$ cat src/rtl/hlik_queue.sv
// Hexapod leg-length IK: short queue between front end and leg engine.
// No dependencies.
module hlik_queue #(
  parameter int W     = 8,
  parameter int DEPTH = 2
) (
  input  logic         clk,
  input  logic         rst,
  input  logic         push,
  input  logic [W-1:0] wdata,
  input  logic         pop,
  output logic [W-1:0] rdata,
  output logic         full,
  output logic         not_empty
);

  localparam int PW = (DEPTH > 1) ? $clog2(DEPTH) : 1;
  localparam int CW = $clog2(DEPTH + 1);

  logic [W-1:0]  slots [DEPTH];
  logic [PW-1:0] wptr, rptr;
  logic [CW-1:0] count;

  assign full      = (count == CW'(DEPTH));
  assign not_empty = (count != '0);
  assign rdata     = slots[rptr];

  always_ff @(posedge clk) begin
    if (rst) begin
      wptr  <= '0;
      rptr  <= '0;
      count <= '0;
    end else begin
      if (push) begin
        slots[wptr] <= wdata;
        wptr <= (wptr == PW'(DEPTH - 1)) ? '0 : wptr + 1'b1;
      end
      if (pop) begin
        rptr <= (rptr == PW'(DEPTH - 1)) ? '0 : rptr + 1'b1;
      end
      if (push && !pop) begin
        count <= count + 1'b1;
      end else if (pop && !push) begin
        count <= count - 1'b1;
      end
    end
  end

endmodule

$ cat config.mk
export PLATFORM = sky130hd
export DESIGN_NAME = hlik_queue
export DESIGN_NICKNAME = d
export VERILOG_FILES = /design/src/rtl/hlik_queue.sv
export SDC_FILE = /design/constraint.sdc
export NUM_CORES = 1
export LEC_CHECK = 0
export BUFFER_PORTS_ARGS = -buffer_cell sky130_fd_sc_hd__buf_2
export CAP_MARGIN = 20
export CORE_MARGIN = 1.5
export CORE_UTILIZATION = 44
export DETAILED_ROUTE_END_ITERATION = 12
export PLACE_DENSITY = 0.72
export REMOVE_ABC_BUFFERS = 1
export SLEW_MARGIN = 40
export SYNTH_ARGS = -nofsm -noshare
export SYNTH_HDL_FRONTEND = slang
export SYNTH_SLANG_ARGS = --single-unit
export TNS_END_PERCENT = 30
$ cat constraint.sdc
create_clock -name clk -period 1.4 [get_ports clk]
set_clock_uncertainty 0.15 [all_clocks]
set_input_delay 0 -clock clk [delete_from_list [all_inputs] [get_ports clk]]
set_output_delay 0 -clock clk [all_outputs]
set_load 0.01 [all_outputs]
# Yosys cells after proc, flatten, opt, wreduce, memory -nomap -nowiden
# Memories as Yosys holds them, arrays and structs flattened. A register that Yosys moved wholly into a read port is not among the register bits.
# Index checks and enable logic that the tools add are counted.
[classes]
n_addsub = 4
n_eq_ne = 1
n_mux = 9
n_reduce_logical = 6
[op_table]
columns = ["op", "n"]
rows = [
  ["two-way mux 1 bit", 7],
  ["two-way mux 2 bit", 2],
  ["nonzero test 2 bit", 2],
  ["adder 1 bit (second input constant)", 2],
  ["adder 2 x 1 -> 2 bit (second input constant)", 1],
  ["equality test 2 bit (second input constant)", 1],
  ["logical AND 1 bit", 2],
  ["logical NOT 1 bit", 2],
  ["subtractor 2 x 1 -> 2 bit (second input constant)", 1],
]
[totals]
register_bits = 4
mem_bits_rw = 16
in_bits = 12
n_memories = 1
[memory_table]
columns = ["memory", "words", "width", "read_ports", "rd_ports_with_merged_regs", "write_ports", "line", "source"]
rows = [
  ["slots", 2, 8, 1, 1, 1, "20", "logic [W-1:0] slots [DEPTH];"],
]

# Longest topological paths before layout
[logic_depth]
ltp_word = 4
depth_mapped = 5
depth_no_buf = 5

# Worst setup path before layout
# Ideal clock, no wire load.
[synth_timing]
kind = "reg2reg"
start = "reg wptr"
end = "mem slots[0][0], enable pin"
setup_time_ns = 0.385
arrival_time_ns = 1.001
t_required_ns = 0.865
path_slack_ns = -0.136
path_stages_with_launch = 2
path_buffers = 0
period_less_slack_ns = 1.536
cell_sequence = "dfxtp_1 > nor3b_1"
[synth_lines]
columns = ["element", "line", "source"]
rows = [
  ["start: declaration", "21", "logic [PW-1:0] wptr, rptr;"],
  ["start signal: assignment", "36", "wptr <= (wptr == PW'(DEPTH - 1)) ? '0 : wptr + 1'b1;"],
  ["end: declaration", "20", ""],
]
# Straight into the memory's write port.

==> summary.txt <==
Place
  – Post-DP HPWL: 831 um
  – Count of input and output buffers: 21
  – Area after DPL: 936 um2
  – Pre-CTS setup slack: 0.165 ns
  – Routability Congestion: 0.651
  – Placed Cells: 94

Floorplan
  – DIE AREA: 0.00206 mm2
  – Ports: 22
  – DIE HEIGHT: 45.4 um
  – Core area: 0.00171 mm2
  – Starting density of the core: 46.2%
  – # rows: 15
  – Die Width: 45.4 um

Global routing
  – Antenna violations before repair: 0
  – Largest net degree at the start of global routing: 13
  – Grt total ovfl: 0
  – Total GRT Usage: 14.4%
  – First-pass GRT wire length: 1950 um
  – Vias in the first global route: 487

Yosys
  – Most frequent cells after synthesis: 16 x edfxtp_1, 8 x mux2_2, 5 x dfxtp_1
  – Post-synth top flop: edfxtp_1
  – Yosys warning total: 0
  – Synth Area in Compound Gates: 1.27%
  – Post-Syn Instances: 47
  – Synth Area in Simple Gates: 6.66%
  – EDFF count, synth: 16
  – Largest family of logic cells by synthesized area: multiplexers
  – Netlist cell types: 16
  – Share of the synthesized area in the top cell type: 60.9%
  – Synth Area in XOR/XNOR: 4.44%
  – Largest cells by area after synthesis: edfxtp_1 61%, dfxtp_1 13%, mux2_2 11%
  – Syn_area_per_cell: 16.8 um2
  – Adder-cell share of the synthesized area: 1.58%
  – Seq/Total Area, Yosys: 73.5%
  – Synthesized area: 790 um2
  – Yosys reg bits: 21
  – Ys async rst share: 0%
  – Synth area leader: edfxtp_1
  – Count leader, synth: edfxtp_1
  – Mux cell area share after synthesis: 11.4%

CTS
  – Postcts setup bufs: 0
  – CTS clk-pin slew, worst paths: 0.11 ns
  – Cts bufs inserted: 3
  – Clock tree from TritonCTS: yes
  – H-tree depth: 1
  – Worst-Skew Late Latency: 0.30 ns
  – Root Buffer: clkbuf_4
  – Num Clock Sinks: 21
  – Deepest clock path buffer count: 2

Worst setup path
  – Critical Path RT: 1.25 ns
  – Max incr delay on CP: 0.43 ns
  – WP buf/inv: 1
  – Setup crit end kind: primary output
  – Startpoint Class: register
  – CP cell instances: mux2_2 > buf_2
  – Max FO, Critical Path: 8
  – Worst R2R Start: wptr$_SDFFE_PP0P_
  – Worst path slowest cell: dfxtp_4
  – Delay-heaviest family, CP: flip-flops
  – Setup CP Type: register to primary output
  – Worst Path Arrival: 1.21 ns

Pwr
  – Final Total Pwr: 1.20 mW
  – Leakage: 0.445 nW
  – Worst VDD drop: 0.819 mV
  – PD cells: 1110 mW/mm2

Timing
  – RSZ-0062 raised after global routing: yes
  – Hold Worst Slack: 0.0376 ns
  – Min Tclk post-route: 1.36 ns
  – Fin crit share: 97.0%
  – Max frequency: 736 MHz
  – Worst slew margin: 76.4%
  – Slew Limit Fails: 0
  – Final Hold Vio Count: 0
  – Worst setup margin: 0.0416 ns
  – Worst slew pin tran: 0.354 ns
  – Finish-stage setup viols: 0
  – Post-Route Setup TNS: 0 ns

Flow run
  – Max-cap viol count: 0

Cells and area
  – Final cell count without fillers: 109
  – Area growth, synth to finish: 37.4%
  – Final core occ: 63.5%
  – Diode count: 0
  – Fin nets: 98
  – Final Cell Area: 0.00108 mm2
  – Layout cells sized above 1: 45.2%

Route
  – Detailed-route wire length: 1340 um
  – Pre-Repair DR Iteration Count: 2
  – Drt wl/cell: 12.3 um
  – Final ANT Viol Nets: 0
  – Vias/cell: 4.60
  – Vias: 501
  – Initial DRC count: 8
  – DRC viols: 0

Status
  – Status: finished clean

Min path
  – Hold Path Class: input port to register
  – Hold Crit Start: push
-- placed cells by master, fill, tap and decap left out --
cell | netlist | final
mux2_2 | 8 | 6
nor3b_1 | 1 | 1
and2b_2 | 1 | 1
and3b_1 | 1 | 1
o21ai_0 | 1 | 1
nor2_1 | 4 | 4
xor2_1 | 2 | 2
ha_1 | 1 | 1
clkinv_2 | 0 | 1
or2_2 | 1 | 1
inv_1 | 1 | 1
edfxtp_1 | 16 | 16
clkbuf_4 | 0 | 3
a21oi_1 | 1 | 1
buf_2 | 1 | 21
buf_4 | 0 | 2
xnor2_1 | 2 | 2
dfxtp_4 | 0 | 1
dfxtp_1 | 5 | 4
dlygate4sd3_1 | 0 | 11
or3_1 | 1 | 1
mux2_4 | 0 | 2
-- layer usage --
metal	track usage, %	share of wire, %
met1	13.2	40
met2	26.9	56
met3	6.00	3.6
met4	7.06	0
met5	0	0
-- cells by family after synthesis --
family / count (synthesis)
AOI/OAI and AO/OA: 2
xor gates and xnor gates: 4
adders and majority gates: 1
buffers and inverters: 2
DFF: 21
muxes: 8
and+or+nand+nor: 9
-- state kept, by name (all words and copies together) (netlist names), named ones only --
signal,count
slots,16
wptr,1
count,2
rptr,1
-- area by class of cell --
| cell class | instances | area (um2) |
|---|---|---|
| multi-input combinational | 24 | 208 |
| clock buffer | 3 | 22.5 |
| inverter | 1 | 3.75 |
| fill | 138 | 623 |
| timing repair buffer | 34 | 230 |
| tap | 25 | 31.3 |
| clock inverter | 1 | 5.00 |
| sequential | 21 | 584 |
-- what timing repair did --
item	4_1_cts	5_1_grt
endpoints found under the setup margin	8	6
pin swaps	0	1
endpoints found under the hold margin	21	0
hold buffers	11	0
gates resized for setup	2	2
-- worst register-to-register path, delay by kind of cell (launching register included) --
family | cells | cell delay, ns
xor gates and xnor gates | 1 | 0.13
buffers and inverters | 1 | 0.54
DFF | 1 | 0.38
and+or+nand+nor | 1 | 0.05
-- worst paths after layout --
path,slack [ns],to,depth (start not counted)
max,0.04,rdata[1],2
min,0.04,count[0]$_SDFFE_PP0P_,4
max reg2reg,0.06,wptr$_SDFFE_PP0P_,3
min reg2reg,0.38,count[1]$_SDFFE_PP0P_,2
-- where the power goes --
group	total, mW	internal [mW]	leakage, nW	switching [mW]
Sequential	0.733	0.708	0.189	0.0252
Combinational	0.186	0.111	0.238	0.0755
Clock	0.279	0.106	0.0177	0.173
Note: power is estimated with default switching activity, not from simulation.
