## src/rtl/hlik_pkg.sv

```systemverilog
// Hexapod leg-length IK: shared constants, anchor tables, CORDIC angle table
// and the rotation-matrix product schedule.
// No dependencies.
package hlik_pkg;

  localparam int FRAC_BITS_DEF = 12;
  localparam int NUM_LEGS      = 6;
  localparam int CORDIC_ITERS  = 24;
  localparam int QUEUE_DEPTH   = 2;
  localparam int ZW            = 32;

  localparam logic [13:0] HOME_RESET = 14'd8448;

  localparam logic signed [33:0] CORDIC_GAIN = 34'sd652032874;
  localparam logic signed [34:0] Q30_PI      = 35'sd3373259426;
  localparam logic signed [34:0] Q30_HALF_PI = 35'sd1686629713;

  localparam logic signed [31:0] BX  = 32'sd1673797854;
  localparam logic signed [31:0] BY  = 32'sd966367642;
  localparam logic signed [31:0] BY2 = 32'sd1932735283;
  localparam logic signed [31:0] BZ  = 32'sd268435456;
  localparam logic signed [31:0] PA  = 32'sd1024987669;
  localparam logic signed [31:0] PB  = 32'sd375171525;
  localparam logic signed [31:0] PC  = 32'sd1400159194;
  localparam logic signed [31:0] PZ  = -32'sd53687091;

  localparam logic [3:0] DST_CYSP = 4'd9;
  localparam logic [3:0] DST_SYSP = 4'd10;
  localparam logic [3:0] MAT_LAST = 4'd13;

  typedef enum logic [2:0] {
    SRC_SR, SRC_CR, SRC_SP, SRC_CP, SRC_SY, SRC_CY, SRC_CYSP, SRC_SYSP
  } src_t;

  typedef struct packed {
    src_t       a;
    src_t       b;
    logic       neg;
    logic       first;
    logic       add_hold;
    logic [3:0] dest;
  } mat_op_t;

  function automatic logic signed [33:0] atan_q30(input logic [4:0] i);
    logic signed [33:0] r;
    case (i)
      5'd0:  r = 34'sd843314857;
      5'd1:  r = 34'sd497837829;
      5'd2:  r = 34'sd263043837;
      5'd3:  r = 34'sd133525159;
      5'd4:  r = 34'sd67021687;
      5'd5:  r = 34'sd33543515;
      5'd6:  r = 34'sd16775851;
      5'd7:  r = 34'sd8388437;
      5'd8:  r = 34'sd4194283;
      5'd9:  r = 34'sd2097149;
      default: r = 34'sd1 <<< (30 - i);
    endcase
    return r;
  endfunction

  function automatic logic signed [31:0] base_coord(input logic [2:0] leg,
                                                    input logic [1:0] k);
    logic signed [31:0] r;
    r = '0;
    if (k == 2'd2) begin
      r = BZ;
    end else if (k == 2'd0) begin
      case (leg)
        3'd0, 3'd5: r = BX;
        3'd2, 3'd3: r = -BX;
        default:    r = '0;
      endcase
    end else begin
      case (leg)
        3'd0, 3'd2: r = BY;
        3'd1:       r = BY2;
        3'd3, 3'd5: r = -BY;
        3'd4:       r = -BY2;
        default:    r = '0;
      endcase
    end
    return r;
  endfunction

  function automatic logic signed [31:0] plat_coord(input logic [2:0] leg,
                                                    input logic [1:0] k);
    logic signed [31:0] r;
    r = '0;
    if (k == 2'd2) begin
      r = PZ;
    end else if (k == 2'd0) begin
      case (leg)
        3'd0, 3'd5: r = PA;
        3'd1, 3'd4: r = PB;
        3'd2, 3'd3: r = -PC;
        default:    r = '0;
      endcase
    end else begin
      case (leg)
        3'd0:  r = PA;
        3'd1:  r = PC;
        3'd2:  r = PB;
        3'd3:  r = -PB;
        3'd4:  r = -PC;
        3'd5:  r = -PA;
        default: r = '0;
      endcase
    end
    return r;
  endfunction

  // R = Rz(yaw) * Ry(pitch) * Rx(roll), one product per step
  function automatic mat_op_t mat_op(input logic [3:0] idx);
    mat_op_t o;
    o = '{a: SRC_CY, b: SRC_SP, neg: 1'b0, first: 1'b0, add_hold: 1'b0, dest: DST_CYSP};
    case (idx)
      4'd0:  o = '{SRC_CY,   SRC_SP, 1'b0, 1'b0, 1'b0, DST_CYSP};
      4'd1:  o = '{SRC_SY,   SRC_SP, 1'b0, 1'b0, 1'b0, DST_SYSP};
      4'd2:  o = '{SRC_CY,   SRC_CP, 1'b0, 1'b0, 1'b0, 4'd0};
      4'd3:  o = '{SRC_SY,   SRC_CR, 1'b1, 1'b1, 1'b0, 4'd1};
      4'd4:  o = '{SRC_CYSP, SRC_SR, 1'b0, 1'b0, 1'b1, 4'd1};
      4'd5:  o = '{SRC_SY,   SRC_SR, 1'b0, 1'b1, 1'b0, 4'd2};
      4'd6:  o = '{SRC_CYSP, SRC_CR, 1'b0, 1'b0, 1'b1, 4'd2};
      4'd7:  o = '{SRC_SY,   SRC_CP, 1'b0, 1'b0, 1'b0, 4'd3};
      4'd8:  o = '{SRC_CY,   SRC_CR, 1'b0, 1'b1, 1'b0, 4'd4};
      4'd9:  o = '{SRC_SYSP, SRC_SR, 1'b0, 1'b0, 1'b1, 4'd4};
      4'd10: o = '{SRC_CY,   SRC_SR, 1'b1, 1'b1, 1'b0, 4'd5};
      4'd11: o = '{SRC_SYSP, SRC_CR, 1'b0, 1'b0, 1'b1, 4'd5};
      4'd12: o = '{SRC_CP,   SRC_SR, 1'b0, 1'b0, 1'b0, 4'd7};
      4'd13: o = '{SRC_CP,   SRC_CR, 1'b0, 1'b0, 1'b0, 4'd8};
      default: o = '{SRC_CY, SRC_SP, 1'b0, 1'b0, 1'b0, DST_CYSP};
    endcase
    return o;
  endfunction

endpackage

```

## src/rtl/hlik_front.sv

```systemverilog
// Hexapod leg-length IK front end: accepts a pose, scales translations to
// Q.30 and folds angles into +-pi/2. Depends on hlik_pkg.
module hlik_front #(
  parameter int FRAC_BITS = hlik_pkg::FRAC_BITS_DEF,
  parameter int EW        = 4 * ((((18 + 30 - FRAC_BITS) > 33) ?
                                   (18 + 30 - FRAC_BITS) : 33) + 3) + 99
) (
  input  logic               in_valid,
  output logic               in_stall,
  input  logic signed [15:0] x_pos,
  input  logic signed [15:0] y_pos,
  input  logic signed [15:0] heave,
  input  logic signed [15:0] roll_angle,
  input  logic signed [15:0] pitch_angle,
  input  logic signed [15:0] yaw_angle,
  input  logic [13:0]        home_height,
  input  logic               q_full,
  output logic               q_push,
  output logic [EW-1:0]      q_word
);

  localparam int SH = 30 - FRAC_BITS;
  localparam int VW = (((18 + SH) > 33) ? (18 + SH) : 33) + 3;

  logic signed [VW-1:0] tx, ty, tz, tzr;
  logic signed [17:0]   zsum;
  logic signed [hlik_pkg::ZW-1:0] za, zb, zc;
  logic na, nb, nc;

  function automatic logic [hlik_pkg::ZW:0] fold(input logic signed [15:0] ang);
    logic signed [34:0] zf;
    logic signed [34:0] zr;
    logic               n;
    zf = 35'(ang) <<< 17;
    zr = zf;
    n  = 1'b0;
    if (zf > hlik_pkg::Q30_HALF_PI) begin
      zr = zf - hlik_pkg::Q30_PI;
      n  = 1'b1;
    end else if (zf < -hlik_pkg::Q30_HALF_PI) begin
      zr = zf + hlik_pkg::Q30_PI;
      n  = 1'b1;
    end
    return {n, zr[hlik_pkg::ZW-1:0]};
  endfunction

  assign zsum = $signed({4'b0, home_height}) + 18'(heave);
  assign tx   = VW'(x_pos) <<< SH;
  assign ty   = VW'(y_pos) <<< SH;
  assign tz   = VW'(zsum) <<< SH;
  assign tzr  = VW'($signed({1'b0, home_height})) <<< SH;

  assign {na, za} = fold(roll_angle);
  assign {nb, zb} = fold(pitch_angle);
  assign {nc, zc} = fold(yaw_angle);

  assign in_stall = q_full;
  assign q_push   = in_valid && !q_full;
  assign q_word   = {na, nb, nc, za, zb, zc, tx, ty, tz, tzr};

endmodule

```

## config.mk

```make
export PLATFORM = sky130hd
export DESIGN_NAME = hlik_front
export DESIGN_NICKNAME = d
export VERILOG_FILES = /design/src/rtl/hlik_pkg.sv /design/src/rtl/hlik_front.sv
export SDC_FILE = /design/constraint.sdc
export NUM_CORES = 1
export LEC_CHECK = 0
export ABC_CLOCK_PERIOD_IN_PS = 2000
export BUFFER_PORTS_ARGS = -buffer_cell sky130_fd_sc_hd__clkbuf_2
export CORE_AREA = 2 2 145 147
export DETAILED_ROUTE_END_ITERATION = 7
export DIE_AREA = 0 0 147 149
export PLACE_DENSITY = 0.49
export SLEW_MARGIN = 0
export SYNTH_ARGS = -nofsm -noshare
export SYNTH_HDL_FRONTEND = slang
export SYNTH_SLANG_ARGS = --single-unit
```

## constraint.sdc

```tcl
create_clock -name vclk -period 2
set_input_delay 0.1 -clock vclk [all_inputs]
set_output_delay 0.1 -clock vclk [all_outputs]
set_load 0.01 [all_outputs]
```

; ---- After elaboration in Yosys (flattened, before gate mapping)
; Cells that the tools add are included.
[word_totals]
input_bits = 112
register_bits = 0
elab_cells = 27
[classes]
n_mux = 12
n_addsub = 7
reduce_logical = 2
n_lt_le_gt_ge = 6
[op_table]
columns = operator, count
row1 = two-way mux 32 bit, 6
row2 = > comparator 33 x 32 -> 1 bit (second input constant), 3
row3 = < comparator 33 x 32 -> 1 bit (second input constant), 3
row4 = adder 32 x 31 -> 32 bit (second input constant), 3
row5 = subtractor 32 x 31 -> 32 bit (second input constant), 3
row6 = adder 15 x 16 -> 17 bit, 1
row7 = two-way mux 1 bit, 6
row8 = logical AND 1 bit, 1
row9 = zero test 1 bit, 1

; ---- Longest topological paths before layout
; Gate-level depths: netlist of run 1.
[depth]
ltp_word = 3
mapped_depth = 9
mapped_depth_nobuf = 8

; ---- Worst setup path before layout of run 1
; Ideal clock, no wire load.
[synth_path]
kind = input port to output port
from = input port heave[0]
to = output port q_word[74]
slack_ns = -0.247
path_stages = 8
n_path_buf = 1
arrival_ns = 2.147
path_cell_list = ha_1 fa_1 a21o_1 a21oi_1 o21ai_1 a221o_1 a21boi_1 buf_4
[synth_between]
elab_chain_cells = 1
[synth_rtl]
columns = item, line
row1 = start: declaration, hlik_front.sv:12  ; input logic signed [15:0] heave,
row2 = adder 15 x 16 -> 17 bit, hlik_front.sv:47  ; assign zsum = $signed({4'b0, home_height}) + 18'(heave);
row3 = end: declaration, hlik_front.sv:19  ; output logic [EW-1:0] q_word
; Every way passes these cells.

; ---- Worst setup path in the final report of run 1
[layout_path]
from = input port home_height[0]
to = output port q_word[73]
[layout_between]
elab_chain_cells = 1
[layout_rtl]
columns = item, line
row1 = start: declaration, hlik_front.sv:16  ; input logic [13:0] home_height,
row2 = adder 15 x 16 -> 17 bit, hlik_front.sv:47
; Every way passes these cells.

==> results.toml, run 1 <==
[floorplanning]
dieWidth_um = 147
dieArea_sq_um = 21900
die_height_um = 149
ios = 369
start_util_pct = 20.5
core-area_sq_um = 20600
num_rows = 53

[critical_path]
cp.depth = 9
critPathMaxFanout = 5
setup.worst_path.class = "input pin to output port"
end_kind = "output port"
worstSetupStartpointType = "input pin"
crit_required_ns = 1.90
crit_path_end = "q_word[73]"
path_buf_inv = 2
path_cells = "buf_8, ha_4, fa_2, a21o_1, a21oi_2, o21ai_2, a221o_1, a21boi_2, buf_2"
critPathTopFamily = "compound AO/OA/AOI/OAI gates"
cpPeakStageDelay_ns = 0.35
arrival_ns = 1.86
startpoint = "home_height[0]"
cp_slowest_cell = "a221o_1"

[logic_synthesis]
synth_cells = 603
yosysSeqAreaShare_pct = 0
ys_types = 78
avgSynthCellArea_sq_um = 6.99
yosysWarningCount = 0
synth_area_sq_um = 4210

[placement]
gp_congestion = 0.799
port_buffers = 213
dp_cells = 1002
placed_area_sq_um = 4750
dpl.hpwl_mm = 10.3

[timing]
worst_pin_slew_ns = 0.558
setup_viol = 0
slew_headroom_pct = 62.5
final_hold_viol_count = 0
fmax_ghz = 0.511
rsz0062_at_grt = "true"
period_share_pct = 97.8
slew_violations = 0
post-route-min-period_ns = 1.96

[finish]
final_common_cell = "clkbuf_2"
multi_input_area_sq_um = 3030
final_util_pct = 24.4
clkbuf_count = 0
nFillCells = 2350
area_delta_synth_final_pct = 18.9
stdcell_area_sq_um = 5010
fin_nets = 875
layout_common_cells = "clkbuf_2 (202), conb_1 (82), buf_4 (51), nand2_1 (44), inv_1 (27)"
fin_cells = 1009
num_antenna_cells = 0
seq_cells = 0
register_area_sq_um = 0
drive_above_1_share_pct = 42.1

[global_route]
grt_usage_pct = 9.89
grt_pass1_vias = 3714
overflow = 0
antenna_found_initial = 0
grt_max_degree = 13
grt_pass1_wl_mm = 18.7

[power_and_ir_drop]
power_density_nw_per_um2 = 297
leakage_nw = 2.56
vdd_drop_max_mv = 0.0858

[routing]
wire_per_inst_um = 12.1
vias_per_cell = 4.23
wl_mm = 12.2
first_pass_iters = 4
drc = 0
drt_iter0_markers = 120
vias = 4268
final_antenna_net_count = 0

[min_path]
min_path_type = "input pin to output port"
worstHoldStart = "y_pos[5]"

[flow_run]
drv_cap = 0

[clock_tree]
holdBufCountCts = 0

[run_status]
outcome = "finished clean"
==> where the power goes <==
part	switching, mW	total [mW]	internal [mW]
registers	0	0	0
clock network	0	0	0
logic	0.863	1.49	0.626
==> worst min path at each step <==
stage                        to  cells past startpoint
floorplan                q_push                      1
global placement    q_word[107]                      0
detailed placement  q_word[107]                      0
CTS                 q_word[107]                      0
global route        q_word[141]                      0
finish              q_word[101]                      0
==> synth_stat cells, types with 6 or more instances <==
cell      instances  share of area, %
xnor2_1          23               4.8
a31oi_1           6              0.89
ha_1             26               7.7
nor3_1           10               1.2
a21oi_1          22               2.6
o31ai_1           9               1.6
o21ai_1           9               1.1
buf_2            15               1.8
o21ai_0          24               2.9
inv_1            28               2.5
o211ai_1         11               2.0
nand2_1          44               3.9
xor2_1           25               5.2
nor2b_1           6              0.89
clkbuf_1         10              0.89
nor2_1           18               1.6
nand4_1           9               1.3
a21o_1            6               1.1
buf_4           190                34
and3_1            6              0.89
==> through the flow <==
stage          power [mW]  setup TNS (ns)  worst slack (ns)  hold WS, ns
6_report             1.49               0            0.0448        0.200
5_1_grt              1.63          -0.325           -0.0560        0.200
4_1_cts              1.43          -0.329           -0.0616        0.200
3_5_place_dp         1.41          -0.797            -0.132        0.200
3_3_place_gp         1.41          -0.551           -0.0879        0.200
2_1_floorplan        1.13               0            0.0326        0.246
==> layout make-up <==
class                      instances  share of cell area, %
multi-input combinational        437                   60.5
tap                              275                   6.87
inverter                          31                   2.55
timing repair buffer             266                   30.1
==> per-layer routing <==
layer / GRT usage, % / vias up / routed length (um)
met5: 0 / - / 0
met4: 1.97 / 0 / 222
met3: 1.38 / 24 / 987
met2: 17.0 / 216 / 5630
met1: 13.3 / 1921 / 5380
li1: - / 2107 / -
==> repair_timing <==
item                                    4_1_cts  5_1_grt
setup buffers                                 2        5
gates resized for setup                       7       39
pin swaps                                     5        9
endpoints found under the hold margin         0        0
endpoints found under the setup margin       10       19
==> cells by family after synthesis <==
group	synth area share (%)
AOI/OAI and AO/OA	25.7
xor gates and xnor gates	9.98
adders and majority gates	8.20
buffers and inverters	39.5
muxes	0.475
other	0.0890
and+or+nand+nor	16.1
No activity file was read; power rests on OpenSTA's default activity.
==> run 2, diff against run 1 <==
ABC_AREA = 1   (was default)
ABC_CLOCK_PERIOD_IN_PS = 2500   (was 2000)
CORE_AREA = 2 2 143 145   (was 2 2 145 147)
DIE_AREA = 0 0 145 147   (was 0 0 147 149)
PLACE_DENSITY = 0.58   (was 0.49)
clock period = 2.5 ns   (was 2 ns; I/O delays follow)
==> results.toml, run 2 <==
[routing]
vias_per_cell = 4.52
wl_mm = 17.0
wire_per_inst_um = 11.5
final_antenna_net_count = 0
first_pass_iters = 5
drt_iter0_markers = 425
drc = 0
vias = 6725

[finish]
drive_above_1_share_pct = 20.4
layout_common_cells = "nand2_1 (382), clkbuf_2 (213), nand3_1 (164), nor2_1 (106), inv_1 (96)"
seq_cells = 0
fin_cells = 1487
clkbuf_count = 0
multi_input_area_sq_um = 4170
nFillCells = 2318
register_area_sq_um = 0
fin_nets = 1358
stdcell_area_sq_um = 6010
final_common_cell = "nand2_1"
area_delta_synth_final_pct = 1.35
num_antenna_cells = 0

[timing]
fmax_ghz = 0.502
worst_pin_slew_ns = 0.537
final_hold_viol_count = 0
slew_headroom_pct = 63.8
fin_tns_setup_ns = 0
setup_viol = 0
rsz0062_at_grt = "false"
fin_ws_ns = 0.509
period_share_pct = 79.6
slew_violations = 0
post-route-min-period_ns = 1.99

[logic_synthesis]
ys_types = 33
synth_top_area_share_pct = 25.1
synth_cells = 1146
avgSynthCellArea_sq_um = 5.17
synth_area_sq_um = 5930
yosysSeqAreaShare_pct = 0
yosysWarningCount = 0
synth_most_common_cell = "nand2_1"
ys_top_cells_by_count = "nand2_1 (382), buf_4 (198), nand3_1 (164)"
synth_area_leader_cell = "buf_4"
synth.area.top_cells = "buf_4 (25%), nand2_1 (24%), nand3_1 (14%)"

[floorplanning]
ios = 369
dieWidth_um = 145
num_rows = 52
dieArea_sq_um = 21300
start_util_pct = 29.9
die_height_um = 147
core-area_sq_um = 19800

[power_and_ir_drop]
power_density_nw_per_um2 = 210
leakage_nw = 3.70
vdd_drop_max_mv = 0.0890

[global_route]
grt_max_degree = 21
grt_pass1_wl_mm = 27.4
grt_usage_pct = 14.6
antenna_found_initial = 0
grt_pass1_vias = 5619
overflow = 0

[critical_path]
crit_required_ns = 2.38
setup.worst_path.class = "input pin to output port"
startpoint = "heave[0]"
critPathMaxFanout = 5
arrival_ns = 1.87
end_kind = "output port"
worstSetupStartpointType = "input pin"
crit_path_end = "q_word[76]"

[min_path]
min_path_type = "input pin to output port"

[placement]
gp_congestion = 0.923
dpl.hpwl_mm = 14.0
port_buffers = 213
placed_area_sq_um = 6010
dp_cells = 1487
dpl_worst_slack_ns = 0.481

[clock_tree]
postCtsSetupBuffers = 0
ctsResizeCount = 0
holdBufCountCts = 0

[flow_run]
drv_cap = 0

[run_status]
outcome = "finished clean"
-- run 2: cell types whose count changed in the layout (fill, tap and decap cells not counted), moves of 11 or more --
cell      change
nand3_1     +159
xnor2_1      -23
clkbuf_2     +11
nor2_1       +88
inv_2        +12
inv_1        +69
nand2_1     +338
buf_4        -48
-- run 2: area by class of cell --
| type | instances | share of cell area [%] |
|---|---|---|
| multi-input cells | 892 | 69.4 |
| repair buffers | 216 | 18.1 |
| inverters | 109 | 6.81 |
| well taps | 270 | 5.62 |
-- run 2: worst min-delay path by stage --
stage | start | to | depth (start not counted)
floorplan | q_full | q_push | 1
global placement | y_pos[6] | q_word[102] | 0
detailed placement | y_pos[6] | q_word[102] | 0
CTS | y_pos[6] | q_word[102] | 0
global route | y_pos[4] | q_word[100] | 0
finish | y_pos[4] | q_word[100] | 0
-- run 2: kinds of logic after synthesis --
family,after synthesis,synth area share (%)
adders and majority gates,27,5.83
xor gates and xnor gates,27,3.99
other,1,0.0633
buffers and inverters,335,34.7
and+or+nand+nor,690,49.3
AOI/OAI and AO/OA,66,6.10
-- run 2: layer usage --
layer,track usage (%),part of all wire (%)
met5,0,0
met4,3.02,2.2
met3,1.30,7.1
met2,25.0,46
met1,20.1,45
-- run 2: report_power, final --
part           total (mW)  internal [mW]  switching [mW]  leakage, nW
registers               0              0               0            0
clock network           0              0               0            0
logic                1.26          0.428           0.835         3.70
total                1.26          0.428           0.835         3.70
-- run 2: worst max-delay path, stage by stage --
cell      delay [ns]
clkbuf_2        0.08
ha_1            0.23
fa_1            0.44
nand3_1         0.11
nand2_1         0.10
nand4_1         0.10
nand2_1         0.10
nand3_1         0.09
nand2_1         0.06
nor2_1          0.24
clkbuf_2        0.20
-- run 2: per-stage QoR --
step	total power, mW	hold slack [ns]	utilization, %
2_1_floorplan	1.10	0.298	-
3_3_place_gp	1.26	0.250	30.3
4_1_cts	1.26	0.250	30.3
6_report	1.26	0.250	30.3
5_1_grt	1.42	0.250	30.3
3_5_place_dp	1.26	0.250	30.3
==> run 3, diff against run 2 <==
ABC_CLOCK_PERIOD_IN_PS = 2000   (was 2500)
clock period = 2 ns   (was 2.5 ns; I/O delays follow)
==> results.toml, run 3 (synthesis gave the netlist of run 2 again) <==
[finish]
fin_nets = 1375
fin_cells = 1504
nFillCells = 2341
num_antenna_cells = 0
layout_common_cells = "nand2_1 (382), clkbuf_2 (213), nand3_1 (164), nor2_1 (105), inv_1 (96)"
clkbuf_count = 0
final_util_pct = 30.9
area_delta_synth_final_pct = 3.55
seq_cells = 0
register_area_sq_um = 0
multi_input_area_sq_um = 4170
drive_above_1_share_pct = 21.6
final_common_cell = "nand2_1"

[critical_path]
setup.worst_path.class = "input pin to output port"
crit_top_cell = "nand2_1"
critPathMaxFanout = 5
critPathTopFamily = "simple AND/OR/NAND/NOR gates"
crit_required_ns = 1.90
cpPeakStageDelay_ns = 0.43
cp_slowest_cell = "fa_1"
path_cells = "clkbuf_2, ha_1, fa_1, nand3_1, nand2_1, nand4_1, nand2_1, nand3_1, nand2_1, nor2_2, clkbuf_2"
end_kind = "output port"
arrival_ns = 1.72
path_buf_inv = 2
worstSetupStartpointType = "input pin"

[floorplanning]
dieWidth_um = 145
ios = 369
die_height_um = 147
num_rows = 52
dieArea_sq_um = 21300
start_util_pct = 29.9
core-area_sq_um = 19800

[global_route]
antenna_found_initial = 0
grt_pass1_vias = 5834
grt_pass1_wl_mm = 27.9
grt_usage_pct = 14.9
overflow = 0
grt_max_degree = 21

[timing]
final_hold_viol_count = 0
setup_viol = 0
period_share_pct = 90.9
fmax_ghz = 0.550
rsz0062_at_grt = "false"
fin_tns_setup_ns = 0
slew_violations = 0
post-route-min-period_ns = 1.82

[routing]
drc = 0
vias = 6824
wire_per_inst_um = 11.4
final_antenna_net_count = 0
wl_mm = 17.1
first_pass_iters = 5
drt_iter0_markers = 317
vias_per_cell = 4.54

[power_and_ir_drop]
power_density_nw_per_um2 = 262
vdd_drop_max_mv = 0.124
leakage_nw = 3.78

[min_path]
min_path_type = "input pin to output port"
hold_end = "q_word[100]"
hold_depth = 0
worstHoldStart = "y_pos[4]"

[placement]
port_buffers = 213
dp_cells = 1504
dpl.hpwl_mm = 14.2
gp_congestion = 0.922

[run_status]
outcome = "finished clean"

[clock_tree]
postCtsSetupBuffers = 0
holdBufCountCts = 0
ctsResizeCount = 0

[flow_run]
drv_cap = 0
run 3: metal layers:
metal	up-vias	part of all wire (%)	wire length [um]	GRT usage, %
met1	3031	44	7540	19.9
met4	0	2.3	395	3.32
met2	259	46	7920	25.9
met3	30	7.3	1240	1.52
met5	-	0	0	0
li1	3504	-	-	-
run 3: worst max-delay path by stage:
stage / from / endpoint / slack [ns] / cells after the start
2_1_floorplan: heave[0] / q_word[74] / 0.25 / 10
3_3_place_gp: heave[0] / q_word[77] / 0.12 / 11
3_5_place_dp: heave[0] / q_word[74] / 0.09 / 11
4_1_cts: heave[0] / q_word[74] / 0.08 / 11
5_1_grt: heave[0] / q_word[69] / 0.03 / 12
6_report: heave[0] / q_word[74] / 0.18 / 11
run 3: report_power, final:
group          switching, mW  internal [mW]  leakage [nW]  total (mW)
sequential                 0              0             0           0
combinational           1.05          0.563          3.78        1.61
clock                      0              0             0           0
run 3: cell type report:
class | count | area share (%)
multi-input combinational | 892 | 68.0
inverter | 109 | 6.67
timing repair buffer | 233 | 19.8
tap | 270 | 5.50
run 3: through the flow:
stage	setup slack, ns	cell area [sq um]	hold slack (ns)	power, mW
finish	0.182	6140	0.200	1.61
CTS	0.0849	6130	0.200	1.61
detailed placement	0.0857	6130	0.200	1.61
global route	0.0298	6140	0.200	1.80
global placement	0.124	6130	0.200	1.60
floorplan	0.245	6230	0.248	1.37
